===== config.mk =====
export PLATFORM = sky130hd
export DESIGN_NAME = matrix_multiply_core
export DESIGN_NICKNAME = d
export VERILOG_FILES = /design/src/hw/rtl/mm_pkg.sv /design/src/hw/rtl/mm_front.sv /design/src/hw/rtl/mm_cmd_fifo.sv /design/src/hw/rtl/mm_back.sv /design/src/hw/rtl/matrix_multiply_core.sv
export SDC_FILE = /design/constraint.sdc
export NUM_CORES = 2
export LEC_CHECK = 0
export BUFFER_PORTS_ARGS = -buffer_cell sky130_fd_sc_hd__buf_4
export CAP_MARGIN = 15
export CORE_MARGIN = 5
export CORE_UTILIZATION = 55
export CTS_BUF_LIST = sky130_fd_sc_hd__clkbuf_2 sky130_fd_sc_hd__clkbuf_4 sky130_fd_sc_hd__clkbuf_8
export DETAILED_ROUTE_END_ITERATION = 10
export PLACE_DENSITY = 0.75
export SKIP_LAST_GASP = 1
export SLEW_MARGIN = 10
export SYNTH_ARGS = -nofsm -noshare
export SYNTH_HDL_FRONTEND = slang
export SYNTH_HIERARCHICAL = 1
export SYNTH_SLANG_ARGS = --single-unit

===== constraint.sdc =====
create_clock -name clk -period 8.1 [get_ports clk]
set_input_delay 1.215 -clock clk [delete_from_list [all_inputs] [get_ports clk]]
set_output_delay 1.215 -clock clk [all_outputs]
set_load 0.005 [all_outputs]

===== src/hw/rtl/mm_pkg.sv =====
// shared types, constants and helpers of the matrix multiply core
package mm_pkg;

	localparam int MAX_DIM    = 8;
	localparam int IDX_W      = $clog2(MAX_DIM);
	localparam int DIM_W      = 4;
	localparam int DATA_W     = 16;
	localparam int FRAC_W     = 8;
	localparam int ADDR_W     = 2 * IDX_W;
	localparam int DEPTH      = MAX_DIM * MAX_DIM;
	localparam int PROD_W     = 2 * DATA_W;
	localparam int ACC_W      = PROD_W + IDX_W;
	localparam int MODE_W     = 2;
	localparam int CFG_IDX_W  = 2;
	localparam int FIFO_DEPTH = 4;
	localparam int PTR_W      = $clog2(FIFO_DEPTH);
	localparam int CNT_W      = PTR_W + 1;

	localparam logic [MODE_W-1:0] MODE_LOAD_A = 2'd0;
	localparam logic [MODE_W-1:0] MODE_LOAD_B = 2'd1;
	localparam logic [MODE_W-1:0] MODE_START  = 2'd2;

	localparam logic [CFG_IDX_W-1:0] REG_ROWS_A    = 2'd0;
	localparam logic [CFG_IDX_W-1:0] REG_INNER_DIM = 2'd1;
	localparam logic [CFG_IDX_W-1:0] REG_COLS_B    = 2'd2;

	typedef enum logic [1:0] {
		CMD_LOAD_A = 2'd0,
		CMD_LOAD_B = 2'd1,
		CMD_ERROR  = 2'd2,
		CMD_START  = 2'd3
	} cmd_kind_t;

	// shape held as dimension minus one
	typedef struct packed {
		logic [IDX_W-1:0] ra_m1;
		logic [IDX_W-1:0] n_m1;
		logic [IDX_W-1:0] cb_m1;
	} dims_t;

	typedef struct packed {
		cmd_kind_t         kind;
		logic [IDX_W-1:0]  row;
		logic [IDX_W-1:0]  col;
		logic [DATA_W-1:0] value;
		dims_t             dims;
	} cmd_t;

	// zero acts as one, anything above the maximum acts as the maximum
	function automatic logic [IDX_W-1:0] dim_m1(input logic [DIM_W-1:0] r);
		logic [IDX_W-1:0] res;
		priority if (r == '0) begin
			res = '0;
		end else if (r > DIM_W'(MAX_DIM)) begin
			res = IDX_W'(MAX_DIM - 1);
		end else begin
			res = IDX_W'(r - DIM_W'(1));
		end
		return res;
	endfunction

endpackage


===== src/hw/rtl/mm_front.sv =====
// front end: accepts input words and turns them into queued commands
module mm_front (
	input  logic                          item_valid,
	output logic                          item_ready,
	input  logic [mm_pkg::MODE_W-1:0]     mode,
	input  logic [mm_pkg::IDX_W-1:0]      row,
	input  logic [mm_pkg::IDX_W-1:0]      col,
	input  logic signed [mm_pkg::DATA_W-1:0] value,
	input  mm_pkg::dims_t                 dims,
	input  logic                          fifo_full,
	output logic                          push,
	output mm_pkg::cmd_t                  cmd
);

	logic useful;

	assign item_ready = !fifo_full;

	always_comb begin
		useful     = 1'b1;
		cmd.kind   = mm_pkg::CMD_START;
		cmd.row    = row;
		cmd.col    = col;
		cmd.value  = value;
		cmd.dims   = dims;
		unique case (mode)
			mm_pkg::MODE_LOAD_A: begin
				if (row > dims.ra_m1 || col > dims.n_m1) begin
					cmd.kind = mm_pkg::CMD_ERROR;
				end else begin
					cmd.kind = mm_pkg::CMD_LOAD_A;
				end
			end
			mm_pkg::MODE_LOAD_B: begin
				if (row > dims.n_m1 || col > dims.cb_m1) begin
					cmd.kind = mm_pkg::CMD_ERROR;
				end else begin
					cmd.kind = mm_pkg::CMD_LOAD_B;
				end
			end
			mm_pkg::MODE_START: begin
				cmd.kind = mm_pkg::CMD_START;
			end
			default: begin
				useful = 1'b0;
			end
		endcase
	end

	assign push = item_valid && !fifo_full && useful;

endmodule


===== src/hw/rtl/mm_cmd_fifo.sv =====
// short command queue between front and back end
module mm_cmd_fifo (
	input  logic         clk,
	input  logic         arst_n,
	input  logic         push,
	input  mm_pkg::cmd_t wdata,
	output logic         full,
	input  logic         pop,
	output logic         not_empty,
	output mm_pkg::cmd_t rdata
);

	mm_pkg::cmd_t               buf_q [mm_pkg::FIFO_DEPTH];
	logic [mm_pkg::PTR_W-1:0]   wr_ptr_q;
	logic [mm_pkg::PTR_W-1:0]   rd_ptr_q;
	logic [mm_pkg::CNT_W-1:0]   count_q;
	logic                       do_push;
	logic                       do_pop;

	assign full      = (count_q == mm_pkg::CNT_W'(mm_pkg::FIFO_DEPTH));
	assign not_empty = (count_q != '0);
	assign do_push   = push && !full;
	assign do_pop    = pop && not_empty;
	assign rdata     = buf_q[rd_ptr_q];

	always_ff @(posedge clk) begin
		if (do_push) begin
			buf_q[wr_ptr_q] <= wdata;
		end
	end

	always_ff @(posedge clk or negedge arst_n) begin
		if (!arst_n) begin
			wr_ptr_q <= '0;
			rd_ptr_q <= '0;
			count_q  <= '0;
		end else begin
			if (do_push) begin
				wr_ptr_q <= wr_ptr_q + mm_pkg::PTR_W'(1);
			end
			if (do_pop) begin
				rd_ptr_q <= rd_ptr_q + mm_pkg::PTR_W'(1);
			end
			if (do_push && !do_pop) begin
				count_q <= count_q + mm_pkg::CNT_W'(1);
			end else if (do_pop && !do_push) begin
				count_q <= count_q - mm_pkg::CNT_W'(1);
			end
		end
	end

endmodule


===== src/hw/rtl/mm_back.sv =====
// back end: element stores, multiply-accumulate walk and result register
module mm_back (
	input  logic                            clk,
	input  logic                            arst_n,
	input  logic                            cmd_valid,
	input  mm_pkg::cmd_t                    cmd,
	output logic                            cmd_pop,
	output logic                            result_valid,
	input  logic                            result_ready,
	output logic [mm_pkg::IDX_W-1:0]        out_row,
	output logic [mm_pkg::IDX_W-1:0]        out_col,
	output logic signed [mm_pkg::DATA_W-1:0] out_value,
	output logic                            status,
	output logic                            last
);

	localparam int SH_W = mm_pkg::ACC_W - mm_pkg::FRAC_W;

	typedef enum logic [2:0] {
		ST_IDLE  = 3'b001,
		ST_MAC   = 3'b010,
		ST_DRAIN = 3'b100
	} state_t;

	state_t                         state_q;
	logic [mm_pkg::IDX_W-1:0]       i_q;
	logic [mm_pkg::IDX_W-1:0]       j_q;
	logic [mm_pkg::IDX_W-1:0]       k_q;
	mm_pkg::dims_t                  dims_q;

	logic [mm_pkg::DATA_W-1:0]      mem_a_q [mm_pkg::DEPTH];
	logic [mm_pkg::DATA_W-1:0]      mem_b_q [mm_pkg::DEPTH];
	logic signed [mm_pkg::DATA_W-1:0] rd_a_s1;
	logic signed [mm_pkg::DATA_W-1:0] rd_b_s1;
	logic                           vld_s1;
	logic                           first_s1;
	logic                           lst_s1;
	logic signed [mm_pkg::PROD_W-1:0] prod_s2;
	logic                           vld_s2;
	logic                           first_s2;
	logic                           lst_s2;
	logic signed [mm_pkg::ACC_W-1:0] acc_q;
	logic                           done_q;

	logic                           out_valid_q;
	logic [mm_pkg::IDX_W-1:0]       out_row_q;
	logic [mm_pkg::IDX_W-1:0]       out_col_q;
	logic [mm_pkg::DATA_W-1:0]      out_value_q;
	logic                           status_q;
	logic                           last_q;

	logic                           out_free;
	logic                           we_a;
	logic                           we_b;
	logic                           load_err;
	logic                           start;
	logic                           issue;
	logic                           emit;
	logic                           run_end;
	logic [mm_pkg::ADDR_W-1:0]      waddr;
	logic [mm_pkg::ADDR_W-1:0]      raddr_a;
	logic [mm_pkg::ADDR_W-1:0]      raddr_b;
	logic signed [SH_W-1:0]         shifted;
	logic [mm_pkg::DATA_W-1:0]      sat_value;

	assign out_free = !out_valid_q || result_ready;
	assign waddr    = {cmd.row, cmd.col};
	assign raddr_a  = {i_q, k_q};
	assign raddr_b  = {k_q, j_q};
	assign run_end  = (i_q == dims_q.ra_m1) && (j_q == dims_q.cb_m1);

	always_comb begin
		cmd_pop  = 1'b0;
		we_a     = 1'b0;
		we_b     = 1'b0;
		load_err = 1'b0;
		start    = 1'b0;
		issue    = 1'b0;
		emit     = 1'b0;
		unique case (state_q)
			ST_IDLE: begin
				if (cmd_valid) begin
					unique case (cmd.kind)
						mm_pkg::CMD_LOAD_A: begin
							cmd_pop = 1'b1;
							we_a    = 1'b1;
						end
						mm_pkg::CMD_LOAD_B: begin
							cmd_pop = 1'b1;
							we_b    = 1'b1;
						end
						mm_pkg::CMD_ERROR: begin
							cmd_pop  = out_free;
							load_err = out_free;
						end
						mm_pkg::CMD_START: begin
							cmd_pop = 1'b1;
							start   = 1'b1;
						end
						default: begin
							cmd_pop = 1'b0;
						end
					endcase
				end
			end
			ST_MAC: begin
				issue = 1'b1;
			end
			ST_DRAIN: begin
				emit = done_q && out_free;
			end
			default: begin
				issue = 1'b0;
			end
		endcase
	end

	// floor shift, then saturate to the data width
	always_comb begin
		shifted = SH_W'(acc_q >>> mm_pkg::FRAC_W);
		if ((&shifted[SH_W-1:mm_pkg::DATA_W-1]) || !(|shifted[SH_W-1:mm_pkg::DATA_W-1])) begin
			sat_value = shifted[mm_pkg::DATA_W-1:0];
		end else if (shifted[SH_W-1]) begin
			sat_value = {1'b1, {(mm_pkg::DATA_W-1){1'b0}}};
		end else begin
			sat_value = {1'b0, {(mm_pkg::DATA_W-1){1'b1}}};
		end
	end

	always_ff @(posedge clk) begin
		if (we_a) begin
			mem_a_q[waddr] <= cmd.value;
		end
		rd_a_s1 <= mem_a_q[raddr_a];
	end

	always_ff @(posedge clk) begin
		if (we_b) begin
			mem_b_q[waddr] <= cmd.value;
		end
		rd_b_s1 <= mem_b_q[raddr_b];
	end

	always_ff @(posedge clk) begin
		first_s1 <= (k_q == '0);
		lst_s1   <= (k_q == dims_q.n_m1);
		prod_s2  <= rd_a_s1 * rd_b_s1;
		first_s2 <= first_s1;
		lst_s2   <= lst_s1;
		if (vld_s2) begin
			if (first_s2) begin
				acc_q <= mm_pkg::ACC_W'(prod_s2);
			end else begin
				acc_q <= acc_q + mm_pkg::ACC_W'(prod_s2);
			end
		end
		if (start) begin
			dims_q <= cmd.dims;
		end
		if (load_err) begin
			out_row_q   <= cmd.row;
			out_col_q   <= cmd.col;
			out_value_q <= '0;
			status_q    <= 1'b1;
			last_q      <= 1'b1;
		end else if (emit) begin
			out_row_q   <= i_q;
			out_col_q   <= j_q;
			out_value_q <= sat_value;
			status_q    <= 1'b0;
			last_q      <= run_end;
		end
	end

	always_ff @(posedge clk or negedge arst_n) begin
		if (!arst_n) begin
			state_q     <= ST_IDLE;
			i_q         <= '0;
			j_q         <= '0;
			k_q         <= '0;
			vld_s1      <= 1'b0;
			vld_s2      <= 1'b0;
			done_q      <= 1'b0;
			out_valid_q <= 1'b0;
		end else begin
			vld_s1 <= issue;
			vld_s2 <= vld_s1;
			if (vld_s2 && lst_s2) begin
				done_q <= 1'b1;
			end else if (emit) begin
				done_q <= 1'b0;
			end
			if (load_err || emit) begin
				out_valid_q <= 1'b1;
			end else if (result_ready) begin
				out_valid_q <= 1'b0;
			end
			unique case (state_q)
				ST_IDLE: begin
					if (start) begin
						i_q     <= '0;
						j_q     <= '0;
						k_q     <= '0;
						state_q <= ST_MAC;
					end
				end
				ST_MAC: begin
					if (k_q == dims_q.n_m1) begin
						k_q     <= '0;
						state_q <= ST_DRAIN;
					end else begin
						k_q <= k_q + mm_pkg::IDX_W'(1);
					end
				end
				ST_DRAIN: begin
					if (emit) begin
						if (run_end) begin
							state_q <= ST_IDLE;
						end else begin
							state_q <= ST_MAC;
							if (j_q == dims_q.cb_m1) begin
								j_q <= '0;
								i_q <= i_q + mm_pkg::IDX_W'(1);
							end else begin
								j_q <= j_q + mm_pkg::IDX_W'(1);
							end
						end
					end
				end
				default: begin
					state_q <= ST_IDLE;
				end
			endcase
		end
	end

	assign result_valid = out_valid_q;
	assign out_row      = out_row_q;
	assign out_col      = out_col_q;
	assign out_value    = out_value_q;
	assign status       = status_q;
	assign last         = last_q;

endmodule


===== src/hw/rtl/matrix_multiply_core.sv =====
// top level of the fixed-point matrix multiply core
// usage:
//   set the shape with cfg_we/cfg_index/cfg_data (rows_a, inner_dim, cols_b) while idle
//   input words on item_valid/item_ready: mode 0 loads an A element, mode 1 a B element,
//   mode 2 starts a run, mode 3 is taken and dropped
//   result words on result_valid/result_ready: one per product element, row-major,
//   last set on the final one; a load outside the shape gives one word with status set
//   the front end checks each word against the shape and queues it (four deep), so
//   input words keep flowing while the back end works or the receiver stalls
//   a load goes into its store once the back end is idle; an error word once the result
//   register is free
//   a run forms one product element at a time by the multiply-accumulate walk
//   (one store read per step, read, multiply and add stages)
//   when the receiver stalls the result register holds and the walk waits,
//   then the queue fills and item_ready drops
//   reset clears the shape to one by one and empties the queue; stored elements
//   read as unknown until written
module matrix_multiply_core (
	input  logic                             clk,
	input  logic                             arst_n,
	input  logic                             cfg_we,
	input  logic [mm_pkg::CFG_IDX_W-1:0]     cfg_index,
	input  logic [mm_pkg::DIM_W-1:0]         cfg_data,
	input  logic                             item_valid,
	output logic                             item_ready,
	input  logic [mm_pkg::MODE_W-1:0]        mode,
	input  logic [mm_pkg::IDX_W-1:0]         row,
	input  logic [mm_pkg::IDX_W-1:0]         col,
	input  logic signed [mm_pkg::DATA_W-1:0] value,
	output logic                             result_valid,
	input  logic                             result_ready,
	output logic [mm_pkg::IDX_W-1:0]         out_row,
	output logic [mm_pkg::IDX_W-1:0]         out_col,
	output logic signed [mm_pkg::DATA_W-1:0] out_value,
	output logic                             status,
	output logic                             last
);

	logic [mm_pkg::DIM_W-1:0] rows_a_q;
	logic [mm_pkg::DIM_W-1:0] inner_dim_q;
	logic [mm_pkg::DIM_W-1:0] cols_b_q;
	mm_pkg::dims_t            dims;
	mm_pkg::cmd_t             push_cmd;
	mm_pkg::cmd_t             head_cmd;
	logic                     push;
	logic                     fifo_full;
	logic                     fifo_not_empty;
	logic                     pop;

	always_ff @(posedge clk or negedge arst_n) begin
		if (!arst_n) begin
			rows_a_q    <= mm_pkg::DIM_W'(1);
			inner_dim_q <= mm_pkg::DIM_W'(1);
			cols_b_q    <= mm_pkg::DIM_W'(1);
		end else if (cfg_we) begin
			unique case (cfg_index)
				mm_pkg::REG_ROWS_A:    rows_a_q    <= cfg_data;
				mm_pkg::REG_INNER_DIM: inner_dim_q <= cfg_data;
				mm_pkg::REG_COLS_B:    cols_b_q    <= cfg_data;
				default: begin
					rows_a_q <= rows_a_q;
				end
			endcase
		end
	end

	assign dims.ra_m1 = mm_pkg::dim_m1(rows_a_q);
	assign dims.n_m1  = mm_pkg::dim_m1(inner_dim_q);
	assign dims.cb_m1 = mm_pkg::dim_m1(cols_b_q);

	mm_front u_front (
		.item_valid (item_valid),
		.item_ready (item_ready),
		.mode       (mode),
		.row        (row),
		.col        (col),
		.value      (value),
		.dims       (dims),
		.fifo_full  (fifo_full),
		.push       (push),
		.cmd        (push_cmd)
	);

	mm_cmd_fifo u_fifo (
		.clk       (clk),
		.arst_n    (arst_n),
		.push      (push),
		.wdata     (push_cmd),
		.full      (fifo_full),
		.pop       (pop),
		.not_empty (fifo_not_empty),
		.rdata     (head_cmd)
	);

	mm_back u_back (
		.clk          (clk),
		.arst_n       (arst_n),
		.cmd_valid    (fifo_not_empty),
		.cmd          (head_cmd),
		.cmd_pop      (pop),
		.result_valid (result_valid),
		.result_ready (result_ready),
		.out_row      (out_row),
		.out_col      (out_col),
		.out_value    (out_value),
		.status       (status),
		.last         (last)
	);

endmodule


**After elaboration in Yosys (flattened, before gate mapping)**

Memories as Yosys holds them, arrays and structs flattened. A register that Yosys moved wholly into a read port is not among the register bits.
Index checks and enable logic that the tools add are counted.

- $add $sub $neg: 11
- $mul: 1
- $lt $le $gt $ge: 7
- Equal/unequal tests: 19
- Multiplexer cells: 62
- Reduce and logical (&&, ||, !) cells: 44

Operator list:

| cell | count |
|---|---|
| $mux W3 | 23 |
| $add A35 B32 Y35 | 1 |
| $mux W35 | 1 |
| $mul A16 B16 Y32 | 1 |
| $mux W16 | 2 |
| $mux W1 | 27 |
| $pmux W3 S2 | 3 |
| $add A3 B1 Y3 const B | 4 |
| $gt A3 B3 Y1 | 4 |
| $gt A4 B4 Y1 const B | 3 |
| $logic_not A4 Y1 | 3 |
| $reduce_and A12 Y1 | 1 |
| $reduce_bool A2 Y1 | 6 |
| $reduce_or A12 Y1 | 1 |
| $sub A3 B1 Y3 const B | 4 |
| $eq A3 B3 Y1 | 3 |
| $logic_and A1 B1 Y1 | 9 |
| $pmux W3 S3 | 1 |
| $eq A2 B2 Y1 const B | 4 |
| $ne A2 B1 Y1 const B | 4 |
| $reduce_and A2 Y1 | 4 |
| $eq A2 B1 Y1 const B | 3 |
| $eq A3 B3 Y1 const B | 2 |
| $logic_not A2 Y1 | 3 |
| 15 further kinds | 27 |

- Bits in registers: 139
- RAM bits: 2180
- Input port bits: 35
- Output and inout bits: 26
- Logic and storage cells: 175
- Memories kept: 3

Memories:

| name | words | bits a word | rd ports | clocked after Yosys merged registers in | write ports | RTL line | text |
|---|---|---|---|---|---|---|---|
| u_back.mem_a_q | 64 | 16 | 1 | 1 | 1 | mm_back.sv:31 | `logic [mm_pkg::DATA_W-1:0] mem_a_q [mm_pkg::DEPTH];` |
| u_back.mem_b_q | 64 | 16 | 1 | 1 | 1 | mm_back.sv:32 | `logic [mm_pkg::DATA_W-1:0] mem_b_q [mm_pkg::DEPTH];` |
| u_fifo.buf_q | 4 | 33 | 1 | 0 | 1 | mm_cmd_fifo.sv:13 | `mm_pkg::cmd_t buf_q [mm_pkg::FIFO_DEPTH];` |

**Longest topological paths before layout**

An unclocked memory read counts as a cell.

- Depth in word-level cells: 10
- Depth in mapped cells: 23
- Mapped depth without buffers: 22

**Cells and area by module**

The synthesis kept the hierarchy.

Modules (own cells, without submodules):

| module | instances | cells an instance | area each (um^2) | sequential area each (um^2) |
|---|---|---|---|---|
| mm_back | 1 | 4763 | 94403.0 | 65123.7 |
| mm_cmd_fifo | 1 | 208 | 5238.8 | 4139.0 |
| matrix_multiply_core | 1 | 54 | 651.9 | 304.0 |
| mm_front | 1 | 75 | 560.5 | 0.0 |

**Worst setup path before layout**

No wires, ideal clock.

- Path type: reg2reg
- From: register u_back/rd_a_s1[15] (netlist name), read port of u_back.mem_a_q
- To: register u_back/prod_s2[30] (netlist name)
- Setup time: 0.072 ns
- Arrival time: 5.983 ns
- Data required time: 8.028 ns
- Path slack: 2.044 ns
- Cell stages (with the launch flop): 21
- Path buffers: 1
- Clock period less this slack: 6.056 ns
- Cell sequence: dfxtp_1 > clkbuf_1 > nand2_1 > inv_1 > fa_1 > fa_1 > fa_1 > fa_1 > fa_1 > inv_1 > fa_1 > inv_1 > ha_1 > a21o_1 > a21o_1 > a21oi_1 > o21ai_1 > or4_1 > a31o_2 > a21oi_1 > xnor2_1

- Word-level cells in the longest chain between the ends: 1

RTL lines:

| what | RTL line | text |
|---|---|---|
| from (decl) | mm_back.sv:33 | `logic signed [mm_pkg::DATA_W-1:0] rd_a_s1;` |
| $mul A16 B16 Y32 | mm_back.sv:147 | `prod_s2 <= rd_a_s1 * rd_b_s1;` |
| to (signal assigned) | mm_back.sv:147 |  |
| to (decl) | mm_back.sv:38 | `logic signed [mm_pkg::PROD_W-1:0] prod_s2;` |

Every way passes these cells.
A chain may end at the register's enable or synchronous reset.

**Worst setup path in the final report**

- From: register u_back/rd_b_s1[1] (netlist name), read port of u_back.mem_b_q
- To: register u_back/prod_s2[31] (netlist name)

- Word-level cells in the longest chain between the ends: 1

RTL lines:

| what | RTL line | text |
|---|---|---|
| from (decl) | mm_back.sv:34 | `logic signed [mm_pkg::DATA_W-1:0] rd_b_s1;` |
| $mul A16 B16 Y32 | mm_back.sv:147 |  |

Every way passes these cells.

==> impl_metrics.py <==
metrics = {
    "floorplanning": {
        "rows": 157,
        "ios": 61,
        "die_w_um": 438,
        "die_area_sq_um": 192000,
        "fp.dieH_um": 438,
        "core_region_area_sq_um": 183000,
        "initial_utilization_pct": 55.2,
    },
    "timing": {
        "fin_hold_ws_ns": 0.137,
        "setup_violations": 0,
        "worst_slack_ns": 1.37,
        "final.period_utilization_pct": 83.1,
        "skew_ns": 0.0688,
        "slew_headroom_pct": 26.8,
        "slew_violations": 0,
        "max_freq_mhz": 149,
        "hold_viol_final": 0,
        "period_needed_ns": 6.73,
        "rsz0062_at_grt": "no",
        "finalSetupTns_ns": 0,
        "worst_slew_pin_slew_ns": 1.10,
    },
    "logic_synthesis": {
        "mappedNetlistNets": 5539,
        "seq_area_frac_synth_pct": 69.0,
        "synth.cell_area_sq_um": 101000,
        "syn-instance-count": 5100,
        "synth_edf_count": 2230,
        "syn_area_per_cell_sq_um": 19.8,
        "yosysWarningCount": 6,
        "synth_ff_type": "edfxtp_1",
        "synth_top_area_share_pct": 66.4,
        "ys_seq_elements": 2351,
        "synth_area_leader_cell": "edfxtp_1",
        "ys_types": 75,
        "async_flop_share_pct": 1.49,
        "synthTopCellsByArea": "edfxtp_1, mux4_2, fa_1, ha_1, dfxtp_1",
    },
    "run": {
        "max_cap_viol_count": 0,
    },
    "global_routing": {
        "grt_use_total_pct": 23.6,
        "gr-total-overflow": 0,
        "grt_max_degree": 143,
        "antenna_found_initial": 14,
        "grt_first_pass_wirelength_mm": 334,
        "grt_pass1_vias": 50700,
    },
    "routing": {
        "vias_per_cell": 6.15,
        "vias": 50000,
        "wl_per_cell_um": 27.5,
        "drt-pass1-iter-count": 5,
        "drtIter0Drc": 5896,
        "drcViolationCount": 0,
        "drt_wl_total_mm": 224,
        "antenna_left": 0,
    },
    "placement": {
        "post-place-ws_ns": 1.46,
        "dp_hpwl_mm": 136,
        "io_buffers": 60,
        "place.gp.congestion": 0.875,
    },
    "critical_path": {
        "slowest_stage": "dfxtp_1",
        "worstPathMaxFanout": 16,
        "start_kind": "flip-flop",
        "worstPathCellList": "nand2_1 > inv_1 > fa_1 > fa_1 > fa_1 > fa_1 > fa_1 > inv_1 > fa_1 > inv_1 > ha_1 > and3_1 > and2_1 > a221o_1 > a21o_1 > a31oi_1 > a21oi_1 > a211o_1 > a21oi_1 > xor2_1",
        "r2r_start": "u_back/rd_b_s1[1]",
        "crit_type": "flip-flop to flip-flop",
        "arrival_ns": 7.66,
        "worstReg2RegEnd": "u_back/prod_s2[31]",
        "slowest_delay_ns": 0.71,
        "cp.required_ns": 9.02,
        "reg2reg_depth": 20,
        "crit_top_cell": "fa_1",
        "end_kind": "flip-flop",
        "r2r_slack_ns": 1.37,
    },
    "final_layout": {
        "register_area_sq_um": 69600,
        "fill_cells": 12400,
        "nets": 5901,
        "drive_gt1_share_pct": 27.0,
        "multi_input_area_sq_um": 28900,
        "utilization_pct": 61.1,
        "area_delta_synth_final_pct": 10.7,
    },
    "clock_network": {
        "cts_tree": "yes",
        "clock-sinks": 2351,
        "numCtsBuffers": 376,
        "clock_latency_ns": 1.05,
        "root_buffer": "clkbuf_8",
        "post_cts.repair.setup_buffers": 0,
        "clock_path_buffers": 4,
        "clkSlewWorstSetupHoldPaths_ns": 0.06,
        "htree_levels": 5,
        "ctsResizeCount": 0,
        "cts_hold_buf": 0,
    },
    "status": {
        "status": "finished, final reports clean",
    },
    "hold_path": {
        "min_path_type": "input port to asynchronous set/reset pin",
    },
}
-- routing by layer --
layer / share of wire [%] / track usage (%) / vias to the layer above
met5: 0.011 / 0 / -
li1: - / - / 20800
met1: 40 / 35.5 / 26100
met4: 2.2 / 5.89 / 4
met3: 11 / 5.67 / 343
met2: 47 / 35.6 / 2774
-- critical path: cells and delay by family (launching register included) --
family,cells,cell delay [ns]
adder cells (fa/ha/maj),7,3.39
XOR/XNOR,1,0.17
buffers and inverters,3,0.27
AO/OA/AOI/OAI,6,1.47
AND/OR/NAND/NOR,3,0.58
flip-flops,1,0.71
-- Yosys cell counts (13+ instances only) --
| master | n |
|---|---|
| edfxtp_1 | 2230 |
| mux4_2 | 700 |
| inv_1 | 323 |
| fa_1 | 264 |
| nand2_1 | 215 |
| nor2_1 | 208 |
| ha_1 | 140 |
| and2_1 | 133 |
| clkbuf_1 | 121 |
| o21ai_0 | 89 |
| dfxtp_1 | 86 |
| a21oi_1 | 59 |
| buf_2 | 59 |
| xnor2_1 | 44 |
| nand3_1 | 42 |
| a21o_1 | 37 |
| buf_4 | 36 |
| xor2_1 | 32 |
| dfrtp_1 | 31 |
| buf_1 | 29 |
| mux2_2 | 19 |
| nand2b_1 | 15 |
| nor3_1 | 15 |
| o31ai_1 | 13 |
-- registers in the layout, indices dropped and copies added (netlist names), 4 cells and up --
signal	count
u_back/acc_q	35
u_fifo/buf_q	132
inner_dim_q	4
u_back/prod_s2	32
u_back/rd_a_s1	16
rows_a_q	4
u_back/out_value	16
u_back/rd_b_s1	16
u_back/dims_q	9
u_back/mem_a_q	1024
u_back/mem_b_q	1024
cols_b_q	4
-- through the flow --
step                      std cells  cell area [sq um]
after detailed placement       7469             105000
after floorplan                5100             101000
after CTS                      8128             112000
after global routing           8129             112000
after global placement         7468             105000
final                          8135             112000
-- layout by cell type (no fill, tap or decap), drive strengths merged, types with 59 or more instances in the layout --
cell    count
edfxtp   2230
mux4      705
clkbuf    511
inv       324
fa        264
buf       241
nand2     215
nor2      208
ha        140
and2      133
clkinv    129
o21ai      94
dfxtp      86
a21oi      59
-- kinds of logic (layout without fill, tap and decap cells) --
group           after synthesis  after routing  synth area share (%)
xor+xnor                     76             76                 0.660
simple gates                697            697                  3.28
compound gates              262            262                  1.59
buf+inv                     580           1223                  2.47
other cells                   0              7                     0
flops                      2351           2351                  69.0
mux                         726            726                  16.0
fa+ha+maj                   408            408                  7.02
-- how the worst max path moves through the flow --
| stage | start | depth (start not counted) | to | slack [ns] |
|---|---|---|---|---|
| floorplan | u_back/rd_a_s1[15] | 20 | u_back/prod_s2[30] | 2.04 |
| global placement | u_back/rd_b_s1[1] | 20 | u_back/prod_s2[31] | 1.60 |
| detailed placement | u_back/rd_a_s1[9] | 20 | u_back/prod_s2[31] | 1.46 |
| CTS | u_back/rd_a_s1[9] | 20 | u_back/prod_s2[31] | 1.38 |
| global route | u_back/rd_b_s1[1] | 20 | u_back/prod_s2[31] | 1.08 |
| finish | u_back/rd_b_s1[1] | 20 | u_back/prod_s2[31] | 1.37 |
-- cell type report --
type	instances	area share [%]
clock inverter	148	0.774
clock buffer	511	5.59
multi-input combinational	2169	25.8
antenna	7	0.0157
sequential	2351	62.3
inverter	323	1.09
timing repair buffer	241	1.72
tap	2385	2.67
Power is not shown: default switching activity piles up to over one toggle a cycle in this logic, so the estimate is an artifact.
